## src/rtl/smqe_pkg.sv

```systemverilog
// ----------------------------------------------------------------------------
// smqe_pkg
// Shared types and constants for the sorted multiset query engine.
// ----------------------------------------------------------------------------
package smqe_pkg;

  localparam int CAPACITY     = 64;
  localparam int RESULT_LIMIT = 64;
  localparam int AW           = $clog2(CAPACITY);
  localparam int CW           = $clog2(CAPACITY + 1);
  localparam int RW           = $clog2(RESULT_LIMIT + 1);
  localparam int VAL_W        = 32;
  localparam int CFG_IDX_W    = 1;
  localparam int CFG_DATA_W   = 7;

  typedef enum logic [1:0] {
    REQ_INSERT = 2'd0,
    REQ_RUN    = 2'd1,
    REQ_CLEAR  = 2'd2
  } req_e;

  typedef enum logic [1:0] {
    OP_SORT    = 2'd0,
    OP_MODE    = 2'd1,
    OP_CLOSEST = 2'd2,
    OP_FIRST_K = 2'd3
  } op_e;

  typedef enum logic [1:0] {
    ST_OK       = 2'd0,
    ST_OVERFLOW = 2'd1,
    ST_TOO_FEW  = 2'd2
  } status_e;

  typedef enum logic [CFG_IDX_W-1:0] {
    CFG_OP_SELECT   = 1'b0,
    CFG_FIRST_LIMIT = 1'b1
  } cfg_reg_e;

  typedef enum logic [3:0] {
    S_IDLE,
    S_STATUS,
    S_INS_RD,
    S_INS_CHK,
    S_SH_RD,
    S_SH_WR,
    S_INS_NEW,
    S_SORT_RD,
    S_SORT_EMIT,
    S_MODE_RD,
    S_MODE_CHK,
    S_MODE_EMIT,
    S_CP_RD,
    S_CP_CHK,
    S_CP_LO,
    S_CP_HI
  } state_e;

  typedef struct packed {
    logic [1:0]              req_type;
    logic signed [VAL_W-1:0] value;
  } smqe_in_t;

  typedef struct packed {
    logic signed [VAL_W-1:0] value_res;
    logic                    last;
    logic [1:0]              status;
  } smqe_out_t;

  // one table entry: distinct value and its occurrence count
  typedef struct packed {
    logic [VAL_W-1:0] val;
    logic [CW-1:0]    cnt;
  } entry_t;

endpackage

```

## src/rtl/sorted_multiset_query_engine_core.sv

```systemverilog
// ----------------------------------------------------------------------------
// sorted_multiset_query_engine_core
// Multiset of signed 32-bit integers kept as a sorted table of distinct
// values with counts, with sort, mode, closest pair and first-k queries.
// ----------------------------------------------------------------------------
// Usage:
//   Input channel (in_valid_i/in_ready_o, in_item_i): insert, run or clear.
//   Output channel (out_valid_o/out_ready_i, out_item_o): result items, the
//   final one of each answer marked by last. Config channel (cfg_*) writes
//   op_select and first_limit; ready is always high.
//   One item is worked on at a time; in_ready_o is high only when idle.
//   The table lives in a single-port-read, single-port-write RAM with a
//   registered read, so each entry visited takes a read state and a check
//   state. Busy time after the accepting edge, with the next item taken in idle:
//     insert: scan to the match or the first larger entry, then for a new
//     value shift the entries above up one and write it; clear: none;
//     run: mode and closest pair read every distinct value, then emit;
//     sort/first-k: one read per distinct value visited, one emit per item.
//   Results go through an output register, so a finished answer may wait
//   while the next item is accepted. A stalled receiver holds the engine
//   at its next emit until the register frees.
//   Reset empties the table at once (counts cleared, no RAM sweep) and sets
//   op_select to sort and first_limit to 1.
// ----------------------------------------------------------------------------
module sorted_multiset_query_engine_core
  import smqe_pkg::*;
(
  input  logic                  clk_i,
  input  logic                  rst_ni,
  input  logic                  in_valid_i,
  output logic                  in_ready_o,
  input  smqe_in_t              in_item_i,
  output logic                  out_valid_o,
  input  logic                  out_ready_i,
  output smqe_out_t             out_item_o,
  input  logic                  cfg_valid_i,
  output logic                  cfg_ready_o,
  input  logic [CFG_IDX_W-1:0]  cfg_index_i,
  input  logic [CFG_DATA_W-1:0] cfg_data_i
);

  state_e                  state_q, state_d;
  logic [CW-1:0]           distinct_q, distinct_d;
  logic [CW-1:0]           total_q, total_d;
  logic [CW-1:0]           idx_q, idx_d;
  logic [CW-1:0]           sh_q, sh_d;
  logic [CW-1:0]           copy_q, copy_d;
  logic [RW-1:0]           n_q, n_d;
  logic [RW-1:0]           limit_q, limit_d;
  logic [VAL_W-1:0]        val_q, val_d;
  logic [VAL_W-1:0]        lo_q, lo_d;
  logic [VAL_W-1:0]        hi_q, hi_d;
  logic [VAL_W-1:0]        prev_q, prev_d;
  logic [CW-1:0]           best_cnt_q, best_cnt_d;
  logic signed [VAL_W:0]   best_gap_q, best_gap_d;
  status_e                 stat_q, stat_d;
  logic [1:0]              op_q;
  logic [CFG_DATA_W-1:0]   flim_q;
  logic                    out_valid_q, out_valid_d;
  smqe_out_t               out_q, out_d;

  // table RAM
  entry_t                  tbl_mem [CAPACITY];
  entry_t                  rd_data_q;
  logic                    rd_en, wr_en;
  logic [AW-1:0]           rd_addr, wr_addr;
  entry_t                  wr_data;

  logic                    in_acc, can_emit, emit, sort_last;
  smqe_out_t               emit_item;
  logic signed [VAL_W:0]   gap;
  logic [RW-1:0]           k_clamped;
  logic [CW-1:0]           sh_dec;

  assign in_ready_o  = (state_q == S_IDLE);
  assign in_acc      = in_valid_i && in_ready_o;
  assign cfg_ready_o = 1'b1;
  assign out_valid_o = out_valid_q;
  assign out_item_o  = out_q;
  assign can_emit    = !out_valid_q || out_ready_i;
  assign sh_dec      = sh_q - CW'(1);

  assign gap = $signed({rd_data_q.val[VAL_W-1], rd_data_q.val})
             - $signed({prev_q[VAL_W-1], prev_q});

  assign sort_last = (n_q == limit_q - RW'(1))
                  || ((copy_q == rd_data_q.cnt - CW'(1)) && (idx_q == distinct_q - CW'(1)));

  always_comb begin
    if (flim_q == '0) begin
      k_clamped = RW'(1);
    end else if (32'(flim_q) > RESULT_LIMIT) begin
      k_clamped = RW'(RESULT_LIMIT);
    end else begin
      k_clamped = RW'(flim_q);
    end
  end

  always_ff @(posedge clk_i) begin
    if (wr_en) begin
      tbl_mem[wr_addr] <= wr_data;
    end
    if (rd_en) begin
      rd_data_q <= tbl_mem[rd_addr];
    end
  end

  always_comb begin
    state_d    = state_q;
    distinct_d = distinct_q;
    total_d    = total_q;
    idx_d      = idx_q;
    sh_d       = sh_q;
    copy_d     = copy_q;
    n_d        = n_q;
    limit_d    = limit_q;
    val_d      = val_q;
    lo_d       = lo_q;
    hi_d       = hi_q;
    prev_d     = prev_q;
    best_cnt_d = best_cnt_q;
    best_gap_d = best_gap_q;
    stat_d     = stat_q;
    rd_en      = 1'b0;
    rd_addr    = idx_q[AW-1:0];
    wr_en      = 1'b0;
    wr_addr    = idx_q[AW-1:0];
    wr_data    = rd_data_q;
    emit       = 1'b0;
    emit_item  = '0;

    unique case (state_q)
      S_IDLE: begin
        if (in_acc) begin
          case (in_item_i.req_type)
            REQ_INSERT: begin
              if (total_q >= CW'(CAPACITY)) begin
                stat_d  = ST_OVERFLOW;
                state_d = S_STATUS;
              end else begin
                val_d   = in_item_i.value;
                idx_d   = '0;
                state_d = S_INS_RD;
              end
            end
            REQ_CLEAR: begin
              distinct_d = '0;
              total_d    = '0;
            end
            REQ_RUN: begin
              idx_d      = '0;
              copy_d     = '0;
              n_d        = '0;
              best_cnt_d = '0;
              unique case (op_e'(op_q))
                OP_SORT, OP_FIRST_K: begin
                  limit_d = (op_e'(op_q) == OP_SORT) ? RW'(RESULT_LIMIT) : k_clamped;
                  if (total_q == '0) begin
                    stat_d  = ST_TOO_FEW;
                    state_d = S_STATUS;
                  end else begin
                    state_d = S_SORT_RD;
                  end
                end
                OP_MODE: begin
                  if (distinct_q == '0) begin
                    stat_d  = ST_TOO_FEW;
                    state_d = S_STATUS;
                  end else begin
                    state_d = S_MODE_RD;
                  end
                end
                OP_CLOSEST: begin
                  if (distinct_q < CW'(2)) begin
                    stat_d  = ST_TOO_FEW;
                    state_d = S_STATUS;
                  end else begin
                    state_d = S_CP_RD;
                  end
                end
                default: ;
              endcase
            end
            default: ;
          endcase
        end
      end

      S_STATUS: begin
        if (can_emit) begin
          emit             = 1'b1;
          emit_item.last   = 1'b1;
          emit_item.status = stat_q;
          state_d          = S_IDLE;
        end
      end

      S_INS_RD: begin
        if (idx_q == distinct_q) begin
          if (distinct_q >= CW'(CAPACITY)) begin
            stat_d  = ST_OVERFLOW;
            state_d = S_STATUS;
          end else begin
            sh_d    = distinct_q;
            state_d = S_SH_RD;
          end
        end else begin
          rd_en   = 1'b1;
          state_d = S_INS_CHK;
        end
      end

      S_INS_CHK: begin
        if ($signed(rd_data_q.val) < $signed(val_q)) begin
          idx_d   = idx_q + CW'(1);
          state_d = S_INS_RD;
        end else if (rd_data_q.val == val_q) begin
          wr_en       = 1'b1;
          wr_data.cnt = rd_data_q.cnt + CW'(1);
          total_d     = total_q + CW'(1);
          state_d     = S_IDLE;
        end else if (distinct_q >= CW'(CAPACITY)) begin
          stat_d  = ST_OVERFLOW;
          state_d = S_STATUS;
        end else begin
          sh_d    = distinct_q;
          state_d = S_SH_RD;
        end
      end

      // open a hole at idx_q by moving entries up one, top first
      S_SH_RD: begin
        if (sh_q > idx_q) begin
          rd_en   = 1'b1;
          rd_addr = sh_dec[AW-1:0];
          state_d = S_SH_WR;
        end else begin
          state_d = S_INS_NEW;
        end
      end

      S_SH_WR: begin
        wr_en   = 1'b1;
        wr_addr = sh_q[AW-1:0];
        sh_d    = sh_dec;
        state_d = S_SH_RD;
      end

      S_INS_NEW: begin
        wr_en       = 1'b1;
        wr_data.val = val_q;
        wr_data.cnt = CW'(1);
        distinct_d  = distinct_q + CW'(1);
        total_d     = total_q + CW'(1);
        state_d     = S_IDLE;
      end

      S_SORT_RD: begin
        rd_en   = 1'b1;
        copy_d  = '0;
        state_d = S_SORT_EMIT;
      end

      S_SORT_EMIT: begin
        if (can_emit) begin
          emit                = 1'b1;
          emit_item.value_res = rd_data_q.val;
          emit_item.last      = sort_last;
          n_d                 = n_q + RW'(1);
          if (sort_last) begin
            state_d = S_IDLE;
          end else if (copy_q == rd_data_q.cnt - CW'(1)) begin
            idx_d   = idx_q + CW'(1);
            state_d = S_SORT_RD;
          end else begin
            copy_d = copy_q + CW'(1);
          end
        end
      end

      S_MODE_RD: begin
        if (idx_q == distinct_q) begin
          state_d = S_MODE_EMIT;
        end else begin
          rd_en   = 1'b1;
          state_d = S_MODE_CHK;
        end
      end

      S_MODE_CHK: begin
        // strict compare keeps the smallest value on ties
        if (rd_data_q.cnt > best_cnt_q) begin
          best_cnt_d = rd_data_q.cnt;
          lo_d       = rd_data_q.val;
        end
        idx_d   = idx_q + CW'(1);
        state_d = S_MODE_RD;
      end

      S_MODE_EMIT: begin
        if (can_emit) begin
          emit                = 1'b1;
          emit_item.value_res = lo_q;
          emit_item.last      = 1'b1;
          state_d             = S_IDLE;
        end
      end

      S_CP_RD: begin
        if (idx_q == distinct_q) begin
          state_d = S_CP_LO;
        end else begin
          rd_en   = 1'b1;
          state_d = S_CP_CHK;
        end
      end

      S_CP_CHK: begin
        if (idx_q != '0) begin
          if ((idx_q == CW'(1)) || (gap < best_gap_q)) begin
            best_gap_d = gap;
            lo_d       = prev_q;
            hi_d       = rd_data_q.val;
          end
        end
        prev_d  = rd_data_q.val;
        idx_d   = idx_q + CW'(1);
        state_d = S_CP_RD;
      end

      S_CP_LO: begin
        if (can_emit) begin
          emit                = 1'b1;
          emit_item.value_res = lo_q;
          state_d             = S_CP_HI;
        end
      end

      S_CP_HI: begin
        if (can_emit) begin
          emit                = 1'b1;
          emit_item.value_res = hi_q;
          emit_item.last      = 1'b1;
          state_d             = S_IDLE;
        end
      end

      default: state_d = S_IDLE;
    endcase
  end

  always_comb begin
    out_valid_d = out_valid_q && !out_ready_i;
    out_d       = out_q;
    if (emit) begin
      out_valid_d = 1'b1;
      out_d       = emit_item;
    end
  end

  always_ff @(posedge clk_i or negedge rst_ni) begin
    if (!rst_ni) begin
      state_q     <= S_IDLE;
      distinct_q  <= '0;
      total_q     <= '0;
      out_valid_q <= 1'b0;
      op_q        <= OP_SORT;
      flim_q      <= CFG_DATA_W'(1);
    end else begin
      state_q     <= state_d;
      distinct_q  <= distinct_d;
      total_q     <= total_d;
      out_valid_q <= out_valid_d;
      if (cfg_valid_i && cfg_ready_o) begin
        case (cfg_reg_e'(cfg_index_i))
          CFG_OP_SELECT:   op_q   <= cfg_data_i[1:0];
          CFG_FIRST_LIMIT: flim_q <= cfg_data_i;
          default: ;
        endcase
      end
    end
  end

  always_ff @(posedge clk_i) begin
    idx_q      <= idx_d;
    sh_q       <= sh_d;
    copy_q     <= copy_d;
    n_q        <= n_d;
    limit_q    <= limit_d;
    val_q      <= val_d;
    lo_q       <= lo_d;
    hi_q       <= hi_d;
    prev_q     <= prev_d;
    best_cnt_q <= best_cnt_d;
    best_gap_q <= best_gap_d;
    stat_q     <= stat_d;
    out_q      <= out_d;
  end

  // RAM never sees a read and a write of the same entry in one cycle
  a_no_rw_collision: assert property (@(posedge clk_i) disable iff (!rst_ni)
    (rd_en && wr_en) |-> (rd_addr != wr_addr))
    else $error("table read and write collide");

  a_counts_consistent: assert property (@(posedge clk_i) disable iff (!rst_ni)
    (distinct_q <= total_q) && (total_q <= CW'(CAPACITY)))
    else $error("distinct/total counts inconsistent");

  a_emit_has_room: assert property (@(posedge clk_i) disable iff (!rst_ni)
    emit |-> (!out_valid_q || out_ready_i))
    else $error("result emitted over a waiting item");

  a_clear_empties: assert property (@(posedge clk_i) disable iff (!rst_ni)
    (in_acc && (in_item_i.req_type == REQ_CLEAR)) |=> (total_q == '0) && (distinct_q == '0))
    else $error("clear did not empty the table");

  a_no_accept_when_busy: assert property (@(posedge clk_i) disable iff (!rst_ni)
    (emit && (state_q != S_STATUS)) |-> (state_q != S_IDLE) && !in_ready_o)
    else $error("item accepted while a run is in flight");

endmodule
```

## config.mk

```make
export PLATFORM = sky130hd
export DESIGN_NAME = sorted_multiset_query_engine_core
export DESIGN_NICKNAME = d
export VERILOG_FILES = /design/src/rtl/smqe_pkg.sv /design/src/rtl/sorted_multiset_query_engine_core.sv
export SDC_FILE = /design/constraint.sdc
export NUM_CORES = 2
export LEC_CHECK = 0
export BUFFER_PORTS_ARGS = -buffer_cell sky130_fd_sc_hd__buf_4
export CAP_MARGIN = 10
export CORE_MARGIN = 1.5
export CORE_UTILIZATION = 46
export CTS_BUF_LIST = sky130_fd_sc_hd__clkbuf_4
export DETAILED_ROUTE_END_ITERATION = 10
export SLEW_MARGIN = 10
export SYNTH_ARGS = -nofsm -noshare
export SYNTH_HDL_FRONTEND = slang
export SYNTH_SLANG_ARGS = --single-unit
export TNS_END_PERCENT = 1
```

## constraint.sdc

```tcl
create_clock -name clk_i -period 7.9 [get_ports clk_i]
set_clock_uncertainty 0.15 [all_clocks]
set_input_delay 1.58 -clock clk_i [delete_from_list [all_inputs] [get_ports clk_i]]
set_output_delay 1.58 -clock clk_i [all_outputs]
set_load 0.005 [all_outputs]
```

==> qor.log <==
qor: yosys.synth_flop_cell sky130_fd_sc_hd__edfxtp_1
qor: placement.numPlacedInstances 9975
qor: cells_and_area.finalNetCount 7511
qor: cells_and_area.regArea 0.0840 mm2
qor: sta.clock.fmax 159 MHz
qor: setup_path.arrival 7.27 ns
qor: setup_path.timing.critical_path.slowest_stage_cell sky130_fd_sc_hd__nor3_1
qor: yosys.post_synth.cell_area_avg 17.2 um2
qor: setup_path.required 8.86 ns
qor: route.drc 0
qor: setup_path.max_stage_delay 0.95 ns
qor: cells_and_area.fill_cells 20500
qor: route.detail_route.wl_per_cell 30.3 um
qor: die.horizontal_die_dimension 505 um
qor: cells_and_area.post_layout_nonfiller_instances 11200
qor: yosys.synth_sequential_area_ratio 0.725
qor: yosys.synth_area 0.116 mm2
qor: setup_path.crit_type reg -> reg
qor: global_routing.first_global_vias 68800
qor: global_routing.grt.met3_usage 0.0553
qor: cells_and_area.multi_input_comb_area 0.0301 mm2
qor: global_routing.met1_usage 0.364
qor: yosys.synth.lib_cells_used.distinct 81
qor: pwr.pwr_density_cell 405 mW/mm2
qor: global_routing.grt_busiest_layer met2
qor: yosys.synthesis.nets 6929
qor: sta.period_utilisation_layout 0.798
qor: sta.final_max_slew_viol_count 0
qor: placement.numPortBuffers 83
qor: setup_path.r2r_slack 1.60 ns
qor: die.die_h 505 um
qor: setup_path.critPathTopFamily buffers and inverters
qor: yosys.flip_flop_and_latch_count_after_synthesis 2803
qor: yosys.netlist_instances 6755
qor: pwr.power.leakage 43.7 nW
qor: clocking.tritoncts done
qor: die.io_pins 85
qor: cells_and_area.post_synthesis_to_final_layout_area_growth 12.5%
qor: global_routing.antenna_violations_before_repair 30
qor: pwr.power_switching 20.0 mW
qor: run_status.run_status complete, no violations
qor: global_routing.largest_net_degree_at_the_start_of_global_routing 142
qor: global_routing.globalRouteMet2Util 0.408
qor: cells_and_area.layout_commonest_cell sky130_fd_sc_hd__edfxtp_1
qor: placement.gp_routability_congestion 0.877
qor: sta.setup_total_negative_slack 0 ns
qor: sta.worst_pin_slew 1.36 ns
qor: cells_and_area.final_cell_mix sky130_fd_sc_hd__edfxtp_1 (2775), sky130_fd_sc_hd__clkbuf_4 (1001), sky130_fd_sc_hd__a21oi_1 (367)
qor: min_path.hold_path.class in -> reg
qor: pwr.sequentialPowerShare 0.389
qor: clocking.ctsLongestPathBuffers 4
qor: setup_path.cp.buffers_inverters 5
qor: sta.final_hold_viol_count 0
qor: global_routing.grt_use_total 0.260
qor: setup_path.critPathCaptureType flop
qor: clocking.count_of_clock_tree_sinks 2803
qor: yosys.async_reset_ff_frac 0.00999
qor: setup_path.crit_chain buf_4 > inv_1 > ha_1 > nand4_1 > o211a_1 > o21a_4 > o21ai_4 > buf_12 > buf_12 > buf_4 > mux2i_1 > o221ai_1 > a21oi_1 > nor3_1 > or3_1
qor: sta.period_minus_slack 6.30 ns
qor: route.detail_route.iter0.violations 8324
qor: pwr.vdd_drop_max 0.000457 V
qor: placement.dp_hpwl 182 mm
qor: cells_and_area.layout-drive-gt1-share 0.254
qor: sta.rsz0062_at_grt no
qor: clocking.cts.clk_slew.worst_paths 0.07 ns
qor: route.ant_nets 0
qor: sta.setup_violations 0
qor: yosys.yosysWarningCount 0
qor: die.fp.dieArea 0.255 mm2
qor: die.design.core.area 0.251 mm2
qor: clocking.post_cts.repair.setup_buffers 0
qor: setup_path.critical_path_peak_fanout 79
qor: pwr.pwr-share-comb 0.383
qor: pwr.intPower 32.9 mW
qor: setup_path.crit_path_start_kind flop
qor: sta.timing.max_slew.rel_slack 0.0872
qor: die.initial_utilization 0.462
qor: route.finalWirelength 338 mm
qor: clocking.clock_tree.htree_level_count 6
qor: flow_run.max_cap_violations 0
qor: global_routing.grt_first_pass_wirelength 482 mm
qor: pwr.share_clk_of_total_power 0.228
qor: route.vias_per_cell 6.25
qor: global_routing.gr-total-overflow 0
qor: pwr.swShare 0.378
qor: route.dr.pass1.iters 5
qor: route.route.vias.total 69700
qor: clocking.cts_repair_resize_count 0
qor: die.rows 184
qor: clocking.ctsRootBufferMaster sky130_fd_sc_hd__clkbuf_4
qor: yosys.number_of_flops_mapped_to_enable_cells_by_yosys 2775
qor: clocking.insertion_delay 1.38 ns
qor: clocking.tritoncts.num_buffers 706
kinds of logic (layout without fill, tap and decap cells):
| family | after synthesis | in the layout | synth area share |
|---|---|---|---|
| xor gates and xnor gates | 76 | 76 | 0.00575 |
| adders and majority gates | 127 | 127 | 0.0138 |
| and+or+nand+nor | 746 | 746 | 0.0323 |
| DFF | 2803 | 2803 | 0.725 |
| buffers and inverters | 599 | 1649 | 0.0224 |
| muxes | 819 | 819 | 0.105 |
| AOI/OAI and AO/OA | 1584 | 1584 | 0.0951 |
| other | 1 | 9 | 0.0000324 |
metrics by stage:
step                cell area [um2]  setup WS [ns]  power (mW)   util  hold WS (ns)
global route                 130000           1.15        55.1  0.519         0.150
global placement             122000           1.65        40.5  0.485         0.341
detailed placement           122000           1.73        40.8  0.485         0.352
CTS                          130000           1.69        52.8  0.519        0.0810
floorplan                    116000           1.66        33.5      -         0.320
finish                       130000           1.60        52.9  0.519         0.222
synth_stat cells (137+ instances only):
master,instances,share of area
sky130_fd_sc_hd__o211ai_1,275,0.018
sky130_fd_sc_hd__a2111oi_0,139,0.011
sky130_fd_sc_hd__nand2_1,217,0.0070
sky130_fd_sc_hd__edfxtp_1,2775,0.72
sky130_fd_sc_hd__clkbuf_1,281,0.0091
sky130_fd_sc_hd__inv_1,149,0.0048
sky130_fd_sc_hd__mux4_2,305,0.059
sky130_fd_sc_hd__mux2_2,145,0.014
sky130_fd_sc_hd__o221ai_1,174,0.013
sky130_fd_sc_hd__nor3_1,152,0.0066
sky130_fd_sc_hd__mux2i_1,368,0.032
sky130_fd_sc_hd__o21ai_0,159,0.0069
sky130_fd_sc_hd__a21oi_1,371,0.016
sky130_fd_sc_hd__a211o_1,137,0.010
sequential cells by signal, indices dropped and copies added, names as in the netlist, 32 cells and up:
register	count
best_gap_q	33
hi_q	32
lo_q	32
out_item_o	35
prev_q	32
rd_data_q	39
tbl_mem	2496
val_q	32
area by class of cell:
type,count,share of cell area
multi-input cells,3353,0.231
clock inverters,175,0.00869
inverters,150,0.00436
well taps,3348,0.0321
diodes,8,0.000154
clock buffers,1001,0.0576
repair buffers,323,0.0215
flip-flops and latches,2803,0.645
per-layer routing:
| layer | share of wire | wire, um | vias to the layer above |
|---|---|---|---|
| met5 | 0.00020 | 69 | - |
| met1 | 0.41 | 138000 | 36100 |
| met2 | 0.47 | 159000 | 3701 |
| met4 | 0.025 | 8290 | 10 |
| met3 | 0.099 | 33500 | 588 |
| li1 | - | - | 29400 |
final timing paths:
| kind | start | endpoint | depth (start not counted) |
|---|---|---|---|
| setup / recovery | idx_q[3] | rd_data_q[31] | 15 |
| hold / removal | in_item_i[6] | val_q[6] | 1 |
| setup reg to reg | idx_q[3] | rd_data_q[31] | 15 |
| hold reg to reg | flim_q[6] | flim_q[6] | 1 |
| max in group asynchronous | rst_ni | distinct_q[4] | 2 |
| min in group asynchronous | rst_ni | flim_q[4] | 2 |
timing repair:
item / in CTS / in global routing
endpoints found under the setup margin: 0 / 0
hold buffers: 1 / 0
hold endpoints to repair: 27 / 0
power groups by stage:
stage | combinational, mW | clock, mW | sequential, mW
6_report | 20.2 | 12.1 | 20.6
5_1_grt | 21.5 | 13.0 | 20.6
4_1_cts | 20.0 | 12.3 | 20.6
3_5_place_dp | 19.9 | 0 | 20.9
3_3_place_gp | 19.6 | 0 | 20.8
2_1_floorplan | 12.6 | 0 | 21.0
Note: power is estimated with default switching activity, not from simulation.
